===== config.mk =====
export PLATFORM = sky130hd
export DESIGN_NAME = bmsort_ctrl
export DESIGN_NICKNAME = d
export VERILOG_FILES = /design/src/hw/rtl/bmsort_pkg.sv /design/src/hw/rtl/bmsort_ctrl.sv
export SDC_FILE = /design/constraint.sdc
export NUM_CORES = 1
export LEC_CHECK = 0
export BUFFER_PORTS_ARGS = -buffer_cell sky130_fd_sc_hd__buf_4
export CORE_MARGIN = 10
export CORE_UTILIZATION = 50
export CTS_BUF_LIST = sky130_fd_sc_hd__clkbuf_8
export CTS_CLUSTER_SIZE = 40
export DETAILED_ROUTE_END_ITERATION = 8
export PLACE_DENSITY_LB_ADDON = 0.15
export SYNTH_ARGS = -nofsm -noshare
export SYNTH_HDL_FRONTEND = slang
export SYNTH_SLANG_ARGS = --single-unit

===== constraint.sdc =====
create_clock -name clk -period 4.3 [get_ports clk]
set_input_delay 1.29 -clock clk [delete_from_list [all_inputs] [get_ports clk]]
set_output_delay 1.29 -clock clk [all_outputs]
set_load 0.05 [all_outputs]

===== src/hw/rtl/bmsort_pkg.sv =====
`timescale 1ns / 1ps
`default_nettype none

package bmsort_pkg;

	// value width, used by the beat formats below
	localparam int VALUE_WIDTH = 32;
	localparam int STORE_DEPTH = 64;

	// merge statistics, saturating
	localparam int TALLY_W = 9;
	localparam logic [TALLY_W-1:0] TALLY_MAX = '1;

	// input beat
	typedef struct packed {
		logic signed [VALUE_WIDTH-1:0] sample_value;
		logic                          final_item;
	} sample_t;

	// output beat
	typedef struct packed {
		logic signed [VALUE_WIDTH-1:0] sorted_value;
		logic                          end_of_run;
		logic [TALLY_W-1:0]            compare_count;
		logic [TALLY_W-1:0]            move_count;
		logic                          overflowed;
	} result_t;

	// source of the store write data
	typedef enum logic [1:0] {
		WR_IN,
		WR_A,
		WR_B
	} wr_sel_t;

	// controller to datapath commands
	typedef struct packed {
		logic    wr_en;
		logic    wr_bank;
		wr_sel_t wr_sel;
		logic    rd_bank;
		logic    out_load;
	} dp_cmd_t;

endpackage

`default_nettype wire


===== src/hw/rtl/bmsort_ctrl.sv =====
`timescale 1ns / 1ps
`default_nettype none

module bmsort_ctrl #(
	parameter int STORE_DEPTH = bmsort_pkg::STORE_DEPTH
) (
	input  wire                                 clk,
	input  wire                                 arst_n,
	input  wire                                 sample_valid,
	input  wire                                 sample_final,
	output logic                                sample_ready,
	output logic                                result_valid,
	input  wire                                 result_ready,
	output logic                                end_of_run,
	output logic [bmsort_pkg::TALLY_W-1:0]      compare_count,
	output logic [bmsort_pkg::TALLY_W-1:0]      move_count,
	output logic                                overflowed,
	input  wire                                 a_le_b,
	output bmsort_pkg::dp_cmd_t                 cmd,
	output logic [$clog2(STORE_DEPTH)-1:0]      wr_addr,
	output logic [$clog2(STORE_DEPTH)-1:0]      rd_addr_a,
	output logic [$clog2(STORE_DEPTH)-1:0]      rd_addr_b
);

	localparam int IW = $clog2(STORE_DEPTH);
	localparam int CW = IW + 1;
	localparam int NW = IW + 3;
	localparam int TW = bmsort_pkg::TALLY_W;

	typedef enum logic [2:0] {
		ST_LOAD,
		ST_BLOCK,
		ST_MRD,
		ST_MWR,
		ST_ERD,
		ST_ELD,
		ST_EWAIT
	} state_t;

	state_t        state_q;
	logic [CW-1:0] cnt_q;
	logic          dropped_q;
	logic [TW-1:0] cmp_q, mov_q;
	logic [NW-1:0] w_q, s_q, mid_q, hi_q, a_q, b_q, k_q;
	logic          src_q, counted_q;
	logic          valid_q, end_q, ovf_q;
	logic [TW-1:0] cmp_out_q, mov_out_q;

	logic [NW-1:0] last, mid_raw, hi_raw, w_dbl;
	logic [CW-1:0] cnt_nx;
	logic          room, accept, a_ok, b_ok, take_a;

	// block bounds and merge decision
	always_comb begin
		last    = NW'(cnt_q) - 1'b1;
		w_dbl   = w_q << 1;
		mid_raw = s_q + w_q - 1'b1;
		hi_raw  = s_q + w_dbl - 1'b1;
		room    = (cnt_q < CW'(STORE_DEPTH));
		cnt_nx  = room ? cnt_q + 1'b1 : cnt_q;
		accept  = sample_valid && (state_q == ST_LOAD);
		a_ok    = (a_q <= mid_q);
		b_ok    = (b_q <= hi_q);
		take_a  = !b_ok || (a_ok && a_le_b);
	end

	// datapath commands
	always_comb begin
		cmd.wr_en    = (accept && room) || (state_q == ST_MWR);
		cmd.wr_bank  = (state_q == ST_LOAD) ? 1'b0 : !src_q;
		cmd.wr_sel   = (state_q == ST_LOAD) ? bmsort_pkg::WR_IN
			: (take_a ? bmsort_pkg::WR_A : bmsort_pkg::WR_B);
		cmd.rd_bank  = src_q;
		cmd.out_load = (state_q == ST_ELD);
		wr_addr      = (state_q == ST_LOAD) ? cnt_q[IW-1:0] : k_q[IW-1:0];
		rd_addr_a    = a_q[IW-1:0];
		rd_addr_b    = b_q[IW-1:0];
	end

	// sequencer: load, merge passes, emission
	always_ff @(posedge clk or negedge arst_n) begin
		if (!arst_n) begin
			state_q   <= ST_LOAD;
			cnt_q     <= '0;
			dropped_q <= 1'b0;
			cmp_q     <= '0;
			mov_q     <= '0;
			w_q       <= '0;
			s_q       <= '0;
			mid_q     <= '0;
			hi_q      <= '0;
			a_q       <= '0;
			b_q       <= '0;
			k_q       <= '0;
			src_q     <= 1'b0;
			counted_q <= 1'b0;
			valid_q   <= 1'b0;
			end_q     <= 1'b0;
			ovf_q     <= 1'b0;
			cmp_out_q <= '0;
			mov_out_q <= '0;
		end else begin
			unique case (state_q)
				ST_LOAD: begin
					if (accept) begin
						cnt_q <= cnt_nx;
						if (!room) begin
							dropped_q <= 1'b1;
						end
						if (sample_final) begin
							src_q <= 1'b0;
							a_q   <= '0;
							w_q   <= NW'(1);
							s_q   <= '0;
							if (cnt_nx >= CW'(2)) begin
								state_q <= ST_BLOCK;
							end else begin
								state_q <= ST_ERD;
							end
						end
					end
				end
				ST_BLOCK: begin
					if (s_q >= NW'(cnt_q)) begin
						// pass done, result now in the other bank
						src_q <= !src_q;
						if (w_dbl <= last) begin
							w_q <= w_dbl;
							s_q <= '0;
						end else begin
							a_q     <= '0;
							state_q <= ST_ERD;
						end
					end else begin
						mid_q     <= (mid_raw > last) ? last : mid_raw;
						hi_q      <= (hi_raw > last) ? last : hi_raw;
						a_q       <= s_q;
						b_q       <= ((mid_raw > last) ? last : mid_raw) + 1'b1;
						k_q       <= s_q;
						counted_q <= (s_q < last);
						state_q   <= ST_MRD;
					end
				end
				ST_MRD: begin
					state_q <= ST_MWR;
				end
				ST_MWR: begin
					// one element written per visit
					if (a_ok && b_ok && cmp_q != bmsort_pkg::TALLY_MAX) begin
						cmp_q <= cmp_q + 1'b1;
					end
					if (counted_q && mov_q != bmsort_pkg::TALLY_MAX) begin
						mov_q <= mov_q + 1'b1;
					end
					if (take_a) begin
						a_q <= a_q + 1'b1;
					end else begin
						b_q <= b_q + 1'b1;
					end
					k_q <= k_q + 1'b1;
					if (k_q == hi_q) begin
						s_q     <= s_q + w_dbl;
						state_q <= ST_BLOCK;
					end else begin
						state_q <= ST_MRD;
					end
				end
				ST_ERD: begin
					state_q <= ST_ELD;
				end
				ST_ELD: begin
					valid_q   <= 1'b1;
					end_q     <= (a_q == last);
					cmp_out_q <= (a_q == last) ? cmp_q : '0;
					mov_out_q <= (a_q == last) ? mov_q : '0;
					ovf_q     <= dropped_q;
					state_q   <= ST_EWAIT;
				end
				ST_EWAIT: begin
					if (result_ready) begin
						valid_q <= 1'b0;
						if (end_q) begin
							cnt_q     <= '0;
							dropped_q <= 1'b0;
							cmp_q     <= '0;
							mov_q     <= '0;
							state_q   <= ST_LOAD;
						end else begin
							a_q     <= a_q + 1'b1;
							state_q <= ST_ERD;
						end
					end
				end
				default: begin
					state_q <= ST_LOAD;
				end
			endcase
		end
	end

	assign sample_ready  = (state_q == ST_LOAD);
	assign result_valid  = valid_q;
	assign end_of_run    = end_q;
	assign compare_count = cmp_out_q;
	assign move_count    = mov_out_q;
	assign overflowed    = ovf_q;

endmodule

`default_nettype wire

# Word level (Yosys, flattened, before mapping)
# Index checks and enable logic that the tools add are counted.
[classes] n_bitwise=1 reduce_logical=31 n_eq_ne=25 addsub=12 n_mux=61 order_cmp=9
[op_table] op="$mux W9" n=25
[op_table] op="$pmux W9 S2" n=5
[op_table] op="$add A9 B1 Y9 const B" n=6
[op_table] op="$pmux W9 S4" n=1
[op_table] op="$mux W7" n=4
[op_table] op="$le A9 B9 Y1" n=3
[op_table] op="$pmux W9 S3" n=1
[op_table] op="$mux W3" n=7
[op_table] op="$pmux W3 S7" n=1
[op_table] op="$ne A2 B2 Y1 const B" n=10
[op_table] op="$reduce_and A4 Y1" n=5
[op_table] op="$add A9 B9 Y9" n=2
[op_table] op="$eq A9 B9 Y1" n=2
[op_table] op="$gt A9 B9 Y1" n=2
[op_table] op="$ne A9 B9 Y1 const B" n=2
[op_table] op="$sub A9 B1 Y9 const B" n=2
[op_table] op="$pmux W7 S2" n=1
[op_table] op="$reduce_and A5 Y1" n=2
[op_table] op="$reduce_bool A2 Y1" n=5
[op_table] op="$eq A3 B3 Y1 const B" n=3
[op_table] op="$ge A9 B7 Y1" n=1
[op_table] op="$lt A9 B9 Y1" n=1
[op_table] op="$mux W1" n=9
[op_table] op="$ne A2 B1 Y1 const B" n=4
[op_table] op="21 further kinds" n=35
[totals] out_inout_bits=46 in_bits=6 wordCells=158 regBits=115

# Longest topological paths before layout
[logic_depth] depth_word=7 mapped_depth=21 mapped_depth_nobuf=21

# Worst setup path before layout
# OpenSTA, ideal clock, no wires.
[synth_timing] path_type="register to register" start="register s_q[2]" end="register b_q[4]" period_less_slack_ns=4.433 slack_ns=-0.133 t_arrival_ns=4.312 required_time_ns=4.179 setup_time_ns=0.121 path_stages_with_launch=21 n_path_buf=0 cell_sequence="dfrtp_1 inv_1 ha_1 inv_1 ha_1 a211oi_1 o21bai_1 a21oi_1 o21ai_0 xnor2_1 ha_1 nand4_1 a211oi_2 or4_4 nand2_4 a221o_1 ha_1 nand2_1 a21oi_1 mux2_1 o22a_1"
[synth_between] elab_chain_len=7 elab_cells_between_ends=10 cone_classes="add/sub: 3; order compare: 2; eq/ne: 1; mux: 3; reduce/logical: 1"
[synth_rtl] element="start, declared" line="bmsort_ctrl.sv:44" rtl="logic [NW-1:0] w_q, s_q, mid_q, hi_q, a_q, b_q, k_q;"
[synth_rtl] element="start signal, assigned" line="bmsort_ctrl.sv:162" rtl="s_q <= s_q + w_dbl;"
[synth_rtl] element="$add A9 B9 Y9" line="bmsort_ctrl.sv:57" rtl="mid_raw = s_q + w_q - 1'b1;"
[synth_rtl] element="$sub A9 B1 Y9" line="bmsort_ctrl.sv:57"
[synth_rtl] element="$gt A9 B9 Y1" line="bmsort_ctrl.sv:138" rtl="b_q <= ((mid_raw > last) ? last : mid_raw) + 1'b1;"
[synth_rtl] element="$mux W9" line="bmsort_ctrl.sv:138"
[synth_rtl] element="$add A9 B1 Y9" line="bmsort_ctrl.sv:138"
[synth_rtl] element="$mux W9" line="bmsort_ctrl.sv:124" rtl="if (s_q >= NW'(cnt_q)) begin"
[synth_rtl] element="$pmux W9 S2" line="bmsort_ctrl.sv:103" rtl="unique case (state_q)"
[synth_rtl] element="end signal, assigned" line="bmsort_ctrl.sv:138"
[synth_rtl] element="end signal, assigned" line="bmsort_ctrl.sv:158" rtl="b_q <= b_q + 1'b1;"
[synth_rtl] element="end, declared" line="bmsort_ctrl.sv:44"
# Parallel ways exist; a longest one is shown, timed or not. The select of a mux whose other input is x is not followed.
# A chain may end at the register's enable or synchronous reset.

# Worst setup path after layout
# Ends and elaborated chain as after synthesis.

==> summary.md <==
| Metric | Value |
|---|---|
| Vias per cell | about 5.7 |
| HPWL Detailed | 17.50 mm |
| CP bufs+invs | 2 |
| First-pass GRT wire length | 37.85 mm |
| Worst-path cell chain | inv_1 > ha_4 > inv_1 > ha_1 > a211oi_2 > o21bai_1 > a21oi_2 > o21ai_1 > xnor2_1 > ha_1 > nand4_1 > nor2_1 > or4_4 > nand2_4 > a221o_1 > ha_2 > nand2_1 > a21oi_2 > mux2_4 > o22a_1 |
| Met2 WL | 10.95 mm |
| Pre-CTS setup slack | -0.1141 ns |
| CTS tree | done |
| Max clock buf depth | 2 |
| Worst setup margin | -0.004414 ns |
| Worst Setup End Kind | register |
| Top layer used by detailed routing | met4 |
| First-pass iteration count of the detailed router | 5 |
| Synth Net Count | around 1000 |
| IO buf count | 51 |
| Fin. max-slew vios | 0 |
| Final Skew | about 0.012 ns |
| Max_cap viols | 0 |
| N_diodes | 0 |
| Worst-margin pin slew | 1.128 ns |
| Initial antenna violation count | 0 |
| Die Footprint | 22440 um^2 |
| All-Layer GR Usage | a little over a fifth |
| Drt first-iter violations | 544 |
| CP Max Fanout | 6 |
| Syn_area_per_cell | 8.877 um^2 |
| Synth unique cells | 79 |
| Setup TNS | -0.004414 ns |
| Share of the synthesized area in the top cell type | 33.86% |
| Ranking of synthesized cells by area | dfrtp_1 (34%), ha_1 (13%), o21ai_0 (4.2%) |
| Final hold violations | 0 |
| Crit start category | register |
| Met3 WL | approximately 1.6 mm |
| Worst VDD drop | 433.4 uV |
| Die height | between 100 and 150 um |
| Arrival time worst endpoint | 4.66 ns |
| Crit path launch | s_q[2] |
| Clock root cell | clkbuf_8 |
| CP Depth | 20 |
| Relative slew slack | 24.33% |
| Final setup viols | 1 |
| Share of cells above drive strength 1 | a little over a fifth |
| Core area | 16520 um^2 |
| Outcome | complete, but fails checks |
| Worst-path clk slew | 0.08 ns |
| Starting Density | between 50% and 60% |
| Hold depth | 2 |
| Final WL | 23.55 mm |
| Reg2reg start | s_q[2] |
| Lkg Pwr | 4.828 nW |
| H-tree Lvls | 4 |
| Fin crit period | 4.304 ns |
| Largest net degree at the start of global routing | 69 |
| CTS sink cnt | ~110 |
| Critical-path top delay cell | or4_4 |
| Routed WL per cell | ~18 um |
| Asr flop ratio synth | 100.0% |
| M1 WL | 10.60 mm |
| Most used flip-flop cell after synthesis | dfrtp_1 |
| R2R Path End | b_q[4] |
| Yosys reg bits | 114 |
| Post-Syn Area | 8424 um^2 |
| Post-layout nets | roughly 1200 |
| Largest area contributor in the netlist | dfrtp_1 |
| Failing checks | setup timing |
| Yosys warns | 0 |
| Largest stage delay, worst path | 0.51 ns |
| Top-level port count | 52 |
| Critical path class | reg -> reg |
| Sequential fraction of the synthesis area | approximately 34% |
| Gr ovfl total | 0 |
| WP data required | 4.66 ns |
| PwrDens | about 830 nW/um^2 |
| Detail Route Antenna Nets | 0 |
| Rows | between 40 and 50 |
| Synth Instances | 949 |
| DRC Markers | 0 |
| Fmax | between 200 and 250 MHz |
| FF-to-FF setup slack | -0.004 ns |
| Post-synth EDFFs | 0 |
| Worst-Skew Late Latency | 0.47 ns |
| RSZ-0062 raised after global routing | yes |
| Fin crit share | 100.1% |
| Worst-case reg-to-reg path depth | 20 |
| Num CTS Buffers | 17 |
| Delay-heaviest family, CP | compound AO/OA/AOI/OAI gates |
| Die width | approximately 150 um |
| CP endpoint | b_q[4] |
| Area growth, synth to finish | 18.74% |
| Type of the tightest min-delay check | reg -> reg |
| Via count | ~7300 |
| RePlAce Congestion | 0.8976 |
| Vias in the first global route | ~7100 |
-- metrics by stage --
step / total power, mW / cells / hold WS (ns) / util (%) / area (um^2)
final: 8.255 / 1288 / 0.4789 / 60.54 / 10000
after floorplan: 5.247 / 949 / 0.4393 / - / 8439
after global placement: 6.702 / 1236 / 0.4563 / 56.39 / 9318
after detailed placement: 6.787 / 1236 / 0.4616 / 56.39 / 9318
after global routing: 8.887 / 1288 / 0.4996 / 60.54 / 10000
after CTS: 8.112 / 1284 / 0.4772 / 59.87 / 9893
-- flip-flops by register name (all words and copies together), names as in the netlist, 9 cells and up --
| signal | count |
|---|---|
| cmp_q | 9 |
| a_q | 9 |
| mov_q | 9 |
| compare_count | 9 |
| k_q | 9 |
| move_count | 9 |
| mid_q | 9 |
| hi_q | 9 |
| b_q | 9 |
| w_q | 9 |
-- metal layers --
layer | GRT usage, % | vias to the layer above
met4 | 5.539 | 0
met5 | 0 | -
met2 | 33.48 | 194
met3 | 5.042 | 28
li1 | - | 3587
met1 | 28.38 | 3537
-- final cells by class --
cell class,instances,area (um^2)
clock buffer,17,234.0
clock inverter,15,166.4
fill,1433,6521
inverter,78,292.8
multi-input combinational,709,5160
sequential,114,2854
tap,220,275.3
timing repair buffer,135,1021
-- how the worst min path moves through the flow --
| stage | start | to | slack, ns |
|---|---|---|---|
| 2_1_floorplan | dropped_q | overflowed | 0.44 |
| 3_3_place_gp | dropped_q | overflowed | 0.46 |
| 3_5_place_dp | dropped_q | overflowed | 0.46 |
| 4_1_cts | dropped_q | overflowed | 0.48 |
| 5_1_grt | dropped_q | overflowed | 0.50 |
| 6_report | dropped_q | overflowed | 0.48 |
-- cell usage after synthesis, drive strengths merged, types with 3 or more instances --
master	number
a211o	6
a211oi	5
a21o	15
a21oi	53
a22o	24
a31oi	9
and2	3
and3	17
buf	28
clkbuf	20
dfrtp	114
ha	89
inv	78
mux2	12
mux2i	9
nand2	87
nand3	43
nand3b	4
nand4	16
nor2	69
nor2b	7
nor3	20
nor3b	6
nor4	7
o21a	11
o21ai	80
o21bai	4
o22ai	4
o31ai	9
or2	5
or3	3
or4	3
xnor2	30
xor2	26
-- cell usage in the layout (no fill, tap or decap), types with 9 or more instances in the layout --
master	count
o21a_1	11
clkbuf_8	17
buf_4	133
mux2_2	9
a21oi_1	47
inv_1	72
and3_1	17
ha_1	83
dfrtp_1	113
xnor2_1	28
xor2_1	26
a22o_1	24
nand2_1	86
o21ai_0	67
nor2_1	67
mux2i_1	9
a21o_1	15
nand4_1	16
nand3_1	41
o21ai_1	11
nor3_1	16
-- cell families after synthesis --
group                    share of synthesized area [%]
AO/OA/AOI/OAI                                    19.65
XOR/XNOR                                         6.000
adder cells (fa/ha/maj)                          13.69
buffers and inverters                            6.565
flip-flops                                       33.86
multiplexers                                     2.673
AND/OR/NAND/NOR                                  17.56
-- worst min-delay path, delay by kind of cell, from the launching register on --
family / cells / cell delay [ns]
simple gates: 2 / 0.10
flops: 1 / 0.35
-- timing repair --
action / 4_1_cts / 5_1_grt
buffers inserted: 17 / 4
gates cloned: 0 / 0
hold buffers: 0 / 0
setup endpoints to repair: 5 / 14
pin swaps: 16 / 17
gates resized for setup: 13 / 16
-- where the power goes --
group / internal, mW / switching, mW / total [mW]
sequential: 1.35 / 0.375 / 1.72
clock: 0.486 / 0.570 / 1.06
combinational: 2.31 / 3.17 / 5.47
No activity file was read; power rests on OpenSTA's default activity.
